### config.mk
export PLATFORM = sky130hd
export DESIGN_NAME = ir_key_press_hold_event_tracker
export DESIGN_NICKNAME = d
export VERILOG_FILES = /design/src/rtl/ikt_pkg.sv /design/src/rtl/ikt_front.sv /design/src/rtl/ikt_queue.sv /design/src/rtl/ikt_back.sv /design/src/rtl/ir_key_press_hold_event_tracker.sv
export VERILOG_INCLUDE_DIRS = /design/src /design/src/rtl
export SDC_FILE = /design/constraint.sdc
export NUM_CORES = 2
export LEC_CHECK = 0
export BUFFER_PORTS_ARGS = -buffer_cell sky130_fd_sc_hd__buf_4
export CAP_MARGIN = 10
export CORE_ASPECT_RATIO = 2
export CORE_MARGIN = 1
export CORE_UTILIZATION = 40
export DETAILED_ROUTE_END_ITERATION = 7
export PLACE_DENSITY = 0.55
export SYNTH_ARGS = -nofsm -noshare
export SYNTH_HDL_FRONTEND = slang
export SYNTH_HIERARCHICAL = 1
export SYNTH_SLANG_ARGS = --single-unit
export TNS_END_PERCENT = 10
### constraint.sdc
create_clock -name clk_i -period 7.15 [get_ports clk_i]
set_clock_uncertainty 0.2 [all_clocks]
set_input_delay 1.43 -clock clk_i [delete_from_list [all_inputs] [get_ports clk_i]]
set_output_delay 1.43 -clock clk_i [all_outputs]
set_load 0.02 [all_outputs]
### src/rtl/assert_macros.svh
// ---------------------------------------------------------------------------
// Assertion macros shared by the tracker RTL
// Clocked concurrent checks on clk_i, with and without reset gating.
// ---------------------------------------------------------------------------
`ifndef ASSERT_MACROS_SVH
`define ASSERT_MACROS_SVH

// Check gated off while rst_ni is low.
`define IKT_ASSERT(lbl, prop, msg) \
  lbl: assert property (@(posedge clk_i) disable iff (!rst_ni) prop) else $error(msg);

// Check that holds at every edge, reset included.
`define IKT_ASSERT_ALWAYS(lbl, prop, msg) \
  lbl: assert property (@(posedge clk_i) prop) else $error(msg);

`endif

### src/rtl/ikt_pkg.sv
// ---------------------------------------------------------------------------
// ikt_pkg
// Types and constants of the IR key press / hold event tracker.
// ---------------------------------------------------------------------------
package ikt_pkg;

  localparam int KEYS          = 32;
  localparam int TABLE_ENTRIES = 32;
  localparam int BTN_W         = $clog2(KEYS);
  localparam int SLOT_W        = $clog2(TABLE_ENTRIES);
  localparam int QUEUE_DEPTH   = 2;

  // per-button flag bits
  localparam int FLAG_W      = 5;
  localparam int FL_HELD     = 0;
  localparam int FL_PRESS    = 1;
  localparam int FL_LONG     = 2;
  localparam int FL_LONG_TRG = 3;
  localparam int FL_HOLD     = 4;

  localparam int CFG_IDX_W = 8;
  localparam int CFG_W     = 16;
  localparam logic [CFG_IDX_W-1:0] CFG_HOLD_TIME       = 8'd0;
  localparam logic [CFG_IDX_W-1:0] CFG_RELEASE_TIMEOUT = 8'd1;
  localparam logic [CFG_W-1:0]     HOLD_TIME_RST       = 16'd500;
  localparam logic [CFG_W-1:0]     RELEASE_TIMEOUT_RST = 16'd100;

  localparam logic [31:0] TIME_LO_MASK = 32'h0000_FFFF;

  typedef enum logic [1:0] {
    FUNC_POLL  = 2'd0,
    FUNC_FRAME = 2'd1,
    FUNC_QUERY = 2'd2,
    FUNC_WRITE = 2'd3
  } func_e;

  typedef enum logic [1:0] {
    KIND_PRESS = 2'd0,
    KIND_LONG  = 2'd1,
    KIND_HOLD  = 2'd2
  } kind_e;

  typedef struct packed {
    logic [7:0] addr;
    logic [7:0] cmd;
    logic [7:0] btn;
    logic [7:0] interval;
    logic       long_ok;
    logic       hold_ok;
  } key_entry_t;

  // classified request handed from front to back
  typedef struct packed {
    func_e             func;
    logic [31:0]       now_ms;
    logic              matched;
    logic [BTN_W-1:0]  btn;
    logic [1:0]        kind;
    logic              long_ok;
    logic              hold_ok;
    logic [7:0]        interval;
  } job_t;

  typedef struct packed {
    logic [CFG_W-1:0] hold_time_ms;
    logic [CFG_W-1:0] release_timeout_ms;
  } cfg_t;

endpackage

### src/rtl/ikt_front.sv
// ---------------------------------------------------------------------------
// ikt_front
// Accepts requests, owns the key table, scans it for frames and queues a
// classified job per request.
// ---------------------------------------------------------------------------
`include "assert_macros.svh"

module ikt_front import ikt_pkg::*; (
  input  logic              clk_i,
  input  logic              rst_ni,
  input  logic              in_valid_i,
  output logic              in_ready_o,
  input  logic [1:0]        func_i,
  input  logic [31:0]       now_ms_i,
  input  logic [7:0]        ir_address_i,
  input  logic [7:0]        ir_command_i,
  input  logic [BTN_W-1:0]  button_i,
  input  logic [1:0]        event_kind_i,
  input  logic [SLOT_W-1:0] table_slot_i,
  input  logic [7:0]        entry_button_i,
  input  logic              entry_long_ok_i,
  input  logic              entry_hold_ok_i,
  input  logic [7:0]        entry_interval_i,
  input  logic              entry_valid_i,
  input  logic              full_i,
  output logic              push_o,
  output job_t              job_o
);

  typedef enum logic [2:0] {
    S_IDLE   = 3'b001,
    S_SEARCH = 3'b010,
    S_PUSH   = 3'b100
  } state_e;

  state_e                   state_q, state_d;
  job_t                     job_q, job_d;
  logic [SLOT_W-1:0]        cmp_idx_q, cmp_idx_d;
  logic [SLOT_W-1:0]        rd_addr;
  key_entry_t               tbl_mem [TABLE_ENTRIES];
  logic [TABLE_ENTRIES-1:0] tbl_vld_q;
  key_entry_t               rd_q;
  logic                     rd_vld_q;
  logic [7:0]               addr_q, cmd_q;
  logic                     accept, wr_en, hit, last;

  assign in_ready_o = (state_q == S_IDLE);
  assign accept     = in_valid_i & in_ready_o;
  assign wr_en      = accept && (func_i == FUNC_WRITE);
  // scan address runs one entry ahead of the compare
  assign rd_addr    = (state_q == S_SEARCH) ? SLOT_W'(cmp_idx_q + 1'b1) : '0;
  assign hit        = rd_vld_q && (rd_q.addr == addr_q) && (rd_q.cmd == cmd_q);
  assign last       = (cmp_idx_q == SLOT_W'(TABLE_ENTRIES - 1));
  assign job_o      = job_q;

  always_ff @(posedge clk_i) begin
    if (wr_en) begin
      tbl_mem[table_slot_i] <= '{addr:     ir_address_i,
                                 cmd:      ir_command_i,
                                 btn:      entry_button_i,
                                 interval: entry_interval_i,
                                 long_ok:  entry_long_ok_i,
                                 hold_ok:  entry_hold_ok_i};
    end
    rd_q <= tbl_mem[rd_addr];
  end

  always_ff @(posedge clk_i) begin
    if (accept) begin
      addr_q <= ir_address_i;
      cmd_q  <= ir_command_i;
    end
  end

  always_ff @(posedge clk_i or negedge rst_ni) begin
    if (!rst_ni) begin
      tbl_vld_q <= '0;
      rd_vld_q  <= 1'b0;
    end else begin
      if (wr_en) begin
        tbl_vld_q[table_slot_i] <= entry_valid_i;
      end
      rd_vld_q <= tbl_vld_q[rd_addr];
    end
  end

  always_comb begin
    state_d   = state_q;
    job_d     = job_q;
    cmp_idx_d = cmp_idx_q;
    push_o    = 1'b0;
    unique case (state_q)
      S_IDLE: begin
        if (accept) begin
          job_d.func     = func_e'(func_i);
          job_d.now_ms   = now_ms_i;
          job_d.matched  = 1'b0;
          job_d.btn      = button_i;
          job_d.kind     = event_kind_i;
          job_d.long_ok  = 1'b0;
          job_d.hold_ok  = 1'b0;
          job_d.interval = '0;
          cmp_idx_d      = '0;
          state_d        = (func_i == FUNC_FRAME) ? S_SEARCH : S_PUSH;
        end
      end
      S_SEARCH: begin
        if (hit || last) begin
          // first match wins; an out-of-range button still ends the scan
          job_d.matched  = hit && ({1'b0, rd_q.btn} < 9'(KEYS));
          job_d.btn      = rd_q.btn[BTN_W-1:0];
          job_d.long_ok  = rd_q.long_ok;
          job_d.hold_ok  = rd_q.hold_ok;
          job_d.interval = rd_q.interval;
          state_d        = S_PUSH;
        end else begin
          cmp_idx_d = SLOT_W'(cmp_idx_q + 1'b1);
        end
      end
      S_PUSH: begin
        push_o = !full_i;
        if (!full_i) begin
          state_d = S_IDLE;
        end
      end
      default: state_d = S_IDLE;
    endcase
  end

  always_ff @(posedge clk_i or negedge rst_ni) begin
    if (!rst_ni) begin
      state_q   <= S_IDLE;
      cmp_idx_q <= '0;
    end else begin
      state_q   <= state_d;
      cmp_idx_q <= cmp_idx_d;
    end
  end

  always_ff @(posedge clk_i) begin
    job_q <= job_d;
  end

  `IKT_ASSERT(a_frame_starts_scan,
    (accept && (func_i == FUNC_FRAME)) |=> (state_q == S_SEARCH && cmp_idx_q == '0),
    "frame request did not start the table scan at entry zero")
  `IKT_ASSERT(a_scan_steps,
    (state_q == S_SEARCH && !hit && !last) |=>
      (state_q == S_SEARCH && cmp_idx_q == SLOT_W'($past(cmp_idx_q) + 1'b1)),
    "table scan skipped or repeated an entry")

endmodule

### src/rtl/ikt_queue.sv
// ---------------------------------------------------------------------------
// ikt_queue
// Short job FIFO between the front and the back.
// ---------------------------------------------------------------------------
`include "assert_macros.svh"

module ikt_queue import ikt_pkg::*; (
  input  logic clk_i,
  input  logic rst_ni,
  input  logic push_i,
  input  job_t job_i,
  output logic full_o,
  input  logic pop_i,
  output logic valid_o,
  output job_t job_o
);

  localparam int PTR_W = (QUEUE_DEPTH > 1) ? $clog2(QUEUE_DEPTH) : 1;
  localparam int CNT_W = $clog2(QUEUE_DEPTH + 1);

  job_t             mem_q [QUEUE_DEPTH];
  logic [PTR_W-1:0] wr_ptr_q, rd_ptr_q;
  logic [CNT_W-1:0] count_q;

  function automatic logic [PTR_W-1:0] ptr_next(input logic [PTR_W-1:0] p);
    return (p == PTR_W'(QUEUE_DEPTH - 1)) ? '0 : PTR_W'(p + 1'b1);
  endfunction

  assign full_o  = (count_q == CNT_W'(QUEUE_DEPTH));
  assign valid_o = (count_q != '0);
  assign job_o   = mem_q[rd_ptr_q];

  always_ff @(posedge clk_i) begin
    if (push_i) begin
      mem_q[wr_ptr_q] <= job_i;
    end
  end

  always_ff @(posedge clk_i or negedge rst_ni) begin
    if (!rst_ni) begin
      wr_ptr_q <= '0;
      rd_ptr_q <= '0;
      count_q  <= '0;
    end else begin
      if (push_i) begin
        wr_ptr_q <= ptr_next(wr_ptr_q);
      end
      if (pop_i) begin
        rd_ptr_q <= ptr_next(rd_ptr_q);
      end
      if (push_i && !pop_i) begin
        count_q <= CNT_W'(count_q + 1'b1);
      end else if (pop_i && !push_i) begin
        count_q <= CNT_W'(count_q - 1'b1);
      end
    end
  end

  `IKT_ASSERT(a_no_push_full, push_i |-> !full_o, "push into a full job queue")
  `IKT_ASSERT_ALWAYS(a_no_pop_empty, pop_i |-> valid_o, "pop from an empty job queue")
  `IKT_ASSERT(a_count_up,
    (push_i && !pop_i) |=> (count_q == CNT_W'($past(count_q) + 1'b1)),
    "queue fill count lost a push")

endmodule

### src/rtl/ikt_back.sv
// ---------------------------------------------------------------------------
// ikt_back
// Executes queued jobs on the button flags and timers, one per cycle while
// the output register is empty or being read, and holds each result there.
// ---------------------------------------------------------------------------
`include "assert_macros.svh"

module ikt_back import ikt_pkg::*; (
  input  logic clk_i,
  input  logic rst_ni,
  input  cfg_t cfg_i,
  input  logic job_valid_i,
  input  job_t job_i,
  output logic pop_o,
  output logic out_valid_o,
  input  logic out_ready_i,
  output logic event_seen_o,
  output logic frame_matched_o
);

  logic [FLAG_W-1:0] flags_q [KEYS];
  logic [15:0]       first_q, last_hold_q;
  logic [31:0]       last_frame_q;
  logic              out_valid_q, seen_q, matched_q;

  logic [15:0]       t16, first_eff, since_first, since_hold;
  logic [FLAG_W-1:0] f_cur, f_new, qmask;
  logic              hold_upd, timeout, qvalid;

  assign pop_o           = job_valid_i && (!out_valid_q || out_ready_i);
  assign out_valid_o     = out_valid_q;
  assign event_seen_o    = seen_q;
  assign frame_matched_o = matched_q;

  assign t16         = 16'(job_i.now_ms & TIME_LO_MASK);
  assign f_cur       = flags_q[job_i.btn];
  // zero start time means unset
  assign first_eff   = (first_q == '0) ? t16 : first_q;
  assign since_first = 16'(t16 - first_eff);
  assign since_hold  = 16'(t16 - last_hold_q);
  assign timeout     = 32'(job_i.now_ms - last_frame_q) >= {16'b0, cfg_i.release_timeout_ms};

  always_comb begin
    f_new    = f_cur;
    hold_upd = 1'b0;
    if (!f_cur[FL_HELD]) begin
      f_new[FL_HELD]  = 1'b1;
      f_new[FL_PRESS] = 1'b1;
    end
    if (since_first >= cfg_i.hold_time_ms) begin
      if (job_i.long_ok && !f_new[FL_LONG_TRG]) begin
        f_new[FL_LONG]     = 1'b1;
        f_new[FL_LONG_TRG] = 1'b1;
      end
      if (job_i.hold_ok) begin
        if ((last_hold_q == '0) || (since_hold >= {8'b0, job_i.interval})) begin
          hold_upd       = 1'b1;
          f_new[FL_HOLD] = 1'b1;
        end else begin
          f_new[FL_HOLD] = 1'b0;
        end
      end
    end
  end

  always_comb begin
    qmask  = '0;
    qvalid = 1'b1;
    unique case (job_i.kind)
      KIND_PRESS: qmask[FL_PRESS] = 1'b1;
      KIND_LONG:  qmask[FL_LONG]  = 1'b1;
      KIND_HOLD:  qmask[FL_HOLD]  = 1'b1;
      default:    qvalid          = 1'b0;
    endcase
  end

  always_ff @(posedge clk_i or negedge rst_ni) begin
    if (!rst_ni) begin
      for (int i = 0; i < KEYS; i++) begin
        flags_q[i] <= '0;
      end
      first_q      <= '0;
      last_hold_q  <= '0;
      last_frame_q <= '0;
      out_valid_q  <= 1'b0;
      seen_q       <= 1'b0;
      matched_q    <= 1'b0;
    end else begin
      if (pop_o) begin
        unique case (job_i.func)
          FUNC_POLL: begin
            if (timeout) begin
              for (int i = 0; i < KEYS; i++) begin
                flags_q[i] <= '0;
              end
              first_q     <= '0;
              last_hold_q <= '0;
            end
          end
          FUNC_FRAME: begin
            last_frame_q <= job_i.now_ms;
            if (job_i.matched) begin
              flags_q[job_i.btn] <= f_new;
              first_q            <= first_eff;
              if (hold_upd) begin
                last_hold_q <= t16;
              end
            end
          end
          FUNC_QUERY: begin
            if (qvalid) begin
              flags_q[job_i.btn] <= f_cur & ~qmask;
            end
          end
          FUNC_WRITE: ;
          default: ;
        endcase
        out_valid_q <= 1'b1;
        seen_q      <= (job_i.func == FUNC_QUERY) && qvalid && |(f_cur & qmask);
        matched_q   <= (job_i.func == FUNC_FRAME) && job_i.matched;
      end else if (out_ready_i) begin
        out_valid_q <= 1'b0;
      end
    end
  end

  `IKT_ASSERT(a_pop_gives_result, pop_o |=> out_valid_q, "executed job produced no result")
  `IKT_ASSERT(a_timeout_clears,
    (pop_o && job_i.func == FUNC_POLL && timeout) |=> (first_q == '0 && last_hold_q == '0),
    "release timeout left hold timers set")
  `IKT_ASSERT(a_query_clears,
    (pop_o && job_i.func == FUNC_QUERY && qvalid) |=>
      ((flags_q[$past(job_i.btn)] & $past(qmask)) == '0),
    "query did not clear the flag it read")

endmodule

### src/rtl/ir_key_press_hold_event_tracker.sv
// ---------------------------------------------------------------------------
// ir_key_press_hold_event_tracker
// Turns decoded IR frames into per-button press, long-press and hold flags.
// ---------------------------------------------------------------------------
// Requests enter on in_valid_i/in_ready_o: idle poll, received frame, flag
// query or key table write, selected by func_i. Every request yields exactly
// one result on out_valid_o/out_ready_i (event_seen_o, frame_matched_o).
// Hold and release times are set through cfg_we_i/cfg_index_i/cfg_wdata_i
// while no request is in flight.
// Throughput: a frame scans the 32-entry key table one entry per cycle
// through the table RAM read port, so it occupies the front until the
// first matching entry or the end of the table. The back end executes one
// job per cycle while its result register is empty or being read.
// Path: the front's job register feeds the queue, and the back end
// registers each result that it takes from the queue.
// Reset: key table all invalid, all button flags and timers cleared, hold
// time 500 ms, release timeout 100 ms.
// A stalled receiver holds the result register; up to two more jobs wait in
// the queue, and once it is full the front holds one more job in its push state.
// ---------------------------------------------------------------------------
module ir_key_press_hold_event_tracker import ikt_pkg::*; (
  input  logic                 clk_i,
  input  logic                 rst_ni,
  input  logic                 cfg_we_i,
  input  logic [CFG_IDX_W-1:0] cfg_index_i,
  input  logic [CFG_W-1:0]     cfg_wdata_i,
  input  logic                 in_valid_i,
  output logic                 in_ready_o,
  input  logic [1:0]           func_i,
  input  logic [31:0]          now_ms_i,
  input  logic [7:0]           ir_address_i,
  input  logic [7:0]           ir_command_i,
  input  logic [BTN_W-1:0]     button_i,
  input  logic [1:0]           event_kind_i,
  input  logic [SLOT_W-1:0]    table_slot_i,
  input  logic [7:0]           entry_button_i,
  input  logic                 entry_long_ok_i,
  input  logic                 entry_hold_ok_i,
  input  logic [7:0]           entry_interval_i,
  input  logic                 entry_valid_i,
  output logic                 out_valid_o,
  input  logic                 out_ready_i,
  output logic                 event_seen_o,
  output logic                 frame_matched_o
);

  cfg_t cfg_q;
  logic push, full, pop, job_valid;
  job_t front_job, back_job;

  always_ff @(posedge clk_i or negedge rst_ni) begin
    if (!rst_ni) begin
      cfg_q.hold_time_ms       <= HOLD_TIME_RST;
      cfg_q.release_timeout_ms <= RELEASE_TIMEOUT_RST;
    end else if (cfg_we_i) begin
      if (cfg_index_i == CFG_HOLD_TIME) begin
        cfg_q.hold_time_ms <= cfg_wdata_i;
      end else if (cfg_index_i == CFG_RELEASE_TIMEOUT) begin
        cfg_q.release_timeout_ms <= cfg_wdata_i;
      end
    end
  end

  ikt_front u_front (
    .clk_i            (clk_i),
    .rst_ni           (rst_ni),
    .in_valid_i       (in_valid_i),
    .in_ready_o       (in_ready_o),
    .func_i           (func_i),
    .now_ms_i         (now_ms_i),
    .ir_address_i     (ir_address_i),
    .ir_command_i     (ir_command_i),
    .button_i         (button_i),
    .event_kind_i     (event_kind_i),
    .table_slot_i     (table_slot_i),
    .entry_button_i   (entry_button_i),
    .entry_long_ok_i  (entry_long_ok_i),
    .entry_hold_ok_i  (entry_hold_ok_i),
    .entry_interval_i (entry_interval_i),
    .entry_valid_i    (entry_valid_i),
    .full_i           (full),
    .push_o           (push),
    .job_o            (front_job)
  );

  ikt_queue u_queue (
    .clk_i   (clk_i),
    .rst_ni  (rst_ni),
    .push_i  (push),
    .job_i   (front_job),
    .full_o  (full),
    .pop_i   (pop),
    .valid_o (job_valid),
    .job_o   (back_job)
  );

  ikt_back u_back (
    .clk_i           (clk_i),
    .rst_ni          (rst_ni),
    .cfg_i           (cfg_q),
    .job_valid_i     (job_valid),
    .job_i           (back_job),
    .pop_o           (pop),
    .out_valid_o     (out_valid_o),
    .out_ready_i     (out_ready_i),
    .event_seen_o    (event_seen_o),
    .frame_matched_o (frame_matched_o)
  );

endmodule

==> results.yml <==
run_status:
  status: "completed"
synthesis:
  yosys_register_bits: 1598
  syn_area_sq_um: 68300
  synth_area_leaders: "edfxtp_1 55%, dfrtp_1 11%, nand2_1 3.5%"
  yosysTopAreaCellShare_pct: 55.4
  synth_cell_type_count: 86
  yosysSeqAreaShare_pct: 67.5
  yosysTopAreaCell: "edfxtp_1"
  ys.flop_type: "edfxtp_1"
  synth_nets: 5380
  avgSynthCellArea_sq_um: 13.2
  syn-instance-count: 5159
  synth_most_common_cell: "edfxtp_1"
  synth-async-reset-ratio_pct: 19.0
  synth_edf_count: 1260
  synth_warnings: 6
  synthTopCellsByCount: "1260 x edfxtp_1, 638 x nand2_1, 349 x o21ai_0, 294 x dfrtp_1, 248 x nor2_1"
timing:
  finalCritPeriodShare_pct: 92.1
  fmax_mhz: 152
  tightest_slew_ns: 1.25
  rsz0062_at_grt: "no"
  layout_min_cycle_time_ns: 6.59
  hold_viol_final: 0
  slew_violations: 0
  holdWs_ns: 0.235
  finalSetupViolations: 0
  relSlewSlack_pct: 16.4
  tns_ns: 0
cts:
  clk_latency_ns: 0.80
  htreeDepth: 4
  cts.sinks: 1598
  cts_setup_buffers: 0
  ctsHoldBuffers: 0
  cts_tree: "built"
  clk_pin_slew_ns: 0.07
  cts_buffer_depth: 4
  root_buffer: "clkbuf_16"
  cts_made_buffers: 150
detailed_routing:
  antenna_left: 0
  dr.pass1.iters: 5
  wire_per_inst_um: 26.6
  drcViolationCount: 0
  drtIter0Drc: 3290
  routed_wl_um: 202000
  vias: 44000
  vias_per_cell: 5.80
worst_setup_path:
  cp-end-kind: "flip-flop"
  critPathLaunchType: "flip-flop"
  r2r_start: "u_back/first_q[7]"
  crit_top_cell: "a21oi_1"
  startpoint: "u_back/first_q[7]"
  worstSetupPathType: "reg2reg"
  crit_required_ns: 7.62
  worst_path_max_delay_cell: "fa_1"
  crit_arrival_ns: 7.05
  cpPeakStageDelay_ns: 0.40
  worstPathMaxFanout: 32
floorplan:
  io_pins: 114
  core_area_sq_um: 170000
  start_util_pct: 40.3
  fp-row-count: 214
  die_area_sq_um: 173000
  fp.dieH_um: 587
  die_w_um: 294
pwr:
  p_leak_uw: 0.0271
  irDropWorstVdd_mv: 0.367
  p_per_area_nw_per_um2: 345
grt:
  grt_pass1_wl_um: 295000
  grt_pass1_vias: 44500
  antenna_found_initial: 14
  overflow: 0
  track_usage_pct: 23.1
  grt_max_degree: 161
cells_and_area:
  design_area_sq_um: 76700
  nFillCells: 15200
  drive_above_1_share_pct: 14.1
  syn_to_final_growth_pct: 12.2
  final_nets: 5434
placement:
  dpl-instance-area_sq_um: 71900
  globalplace.congestion: 0.854
  dp_hpwl_um: 118000
  place.port_buffers: 113
job:
  cap_viol_max_count: 0
hold_path:
  min_from: "u_front/job_o[49]"
  hold_class: "reg2reg"
-- through the flow --
stage / worst slack, ns / instances / total power (uW) / utilization (%)
2_1_floorplan: 1.06 / 5159 / 16500 / -
3_3_place_gp: 0.254 / 7327 / 18600 / 42.4
3_5_place_dp: 0.317 / 7328 / 18700 / 42.4
4_1_cts: 0.320 / 7588 / 26600 / 45.1
5_1_grt: 0.120 / 7591 / 27700 / 45.2
6_report: 0.565 / 7591 / 26400 / 45.2
-- critical path, delay by kind of cell (launching register included) --
kind | cells | cell delay [ns]
simple gates | 7 | 1.54
fa+ha+maj | 3 | 0.82
xor+xnor | 1 | 0.15
flops | 1 | 0.39
compound gates | 15 | 2.99
buf+inv | 2 | 0.37
-- registers in the layout, indices dropped and copies added, names as in the netlist, 5 cells and up --
signal and cells:
u_front/tbl_mem 1088, u_back/flags_q 160, u_queue/mem_q 104, u_front/job_o 52
u_front/rd_q 34, cfg_q 32, u_back/last_frame_q 32, u_front/tbl_vld_q 32
u_back/first_q 16, u_back/last_hold_q 16, u_front/addr_q 8, u_front/cmd_q 8
u_front/cmp_idx_q 5
-- worst paths after layout --
check / end / slack [ns] / depth (start not counted)
max in group asynchronous: u_back/flags_q[30] / 4.81 / 2
min reg2reg: u_queue/mem_q[1][49] / 0.24 / 0
min: u_queue/mem_q[1][49] / 0.24 / 0
max reg2reg: u_back/flags_q[84] / 0.56 / 28
max: u_back/flags_q[84] / 0.56 / 28
min in group asynchronous: u_back/last_frame_q[24] / 0.38 / 1
-- per-layer routing --
metal / part of all wire (%) / GRT usage [%] / up-vias
li1: - / - / 19600
met1: 36 / 25.8 / 22400
met2: 54 / 42.9 / 1476
met3: 4.9 / 2.76 / 493
met4: 5.1 / 11.0 / 16
met5: 0.048 / 0 / -
-- kinds of logic (layout without fill, tap and decap cells) --
logic type / after synthesis / in the layout / share of synthesized area, %
XOR/XNOR: 67 / 67 / 0.859
other: 0 / 2 / 0
adder cells (fa/ha/maj): 111 / 111 / 2.07
AND/OR/NAND/NOR: 1418 / 1418 / 9.42
multiplexers: 295 / 295 / 5.84
flip-flops: 1598 / 1598 / 67.5
AO/OA/AOI/OAI: 1217 / 1217 / 11.4
buffers and inverters: 453 / 615 / 2.90
-- layout make-up --
| type | count | area, sq um | share of cell area (%) |
|---|---|---|---|
| flip-flops and latches | 1598 | 46100 | 60.2 |
| diodes | 2 | 5.00 | 0.00653 |
| clock buffers | 204 | 4180 | 5.46 |
| clock inverters | 56 | 529 | 0.690 |
| multi-input cells | 3108 | 20500 | 26.7 |
| repair buffers | 238 | 2020 | 2.63 |
| well taps | 2268 | 2840 | 3.70 |
| inverters | 117 | 448 | 0.584 |
-- layout by cell type, fill, tap and decap left out, types with 40 or more instances in the layout --
master,instances
a21oi_1,177
a22oi_1,43
a31oi_1,184
a32oi_1,105
buf_4,219
clkbuf_16,156
dfrtp_1,292
edfxtp_1,1260
ha_1,106
inv_1,115
mux2_2,89
mux2_4,84
mux2i_1,76
mux4_2,40
nand2_1,637
nand3_1,128
nor2_1,222
nor3_1,166
nor4_1,50
o21ai_0,349
o22ai_1,118
o2bb2ai_1,97
or3_1,44
-- report_power, final --
part / switching [uW] / internal [uW]
Combinational: 4800 / 2850
Clock: 3470 / 4430
Sequential: 301 / 10600
Total: 8580 / 17900
-- timing repair --
item | 4_1_cts | 5_1_grt
endpoints found under the hold margin | 0 | 0
gates resized for setup | 0 | 2
setup endpoints to repair | 0 | 48
Power figures use the tool's default switching activity.
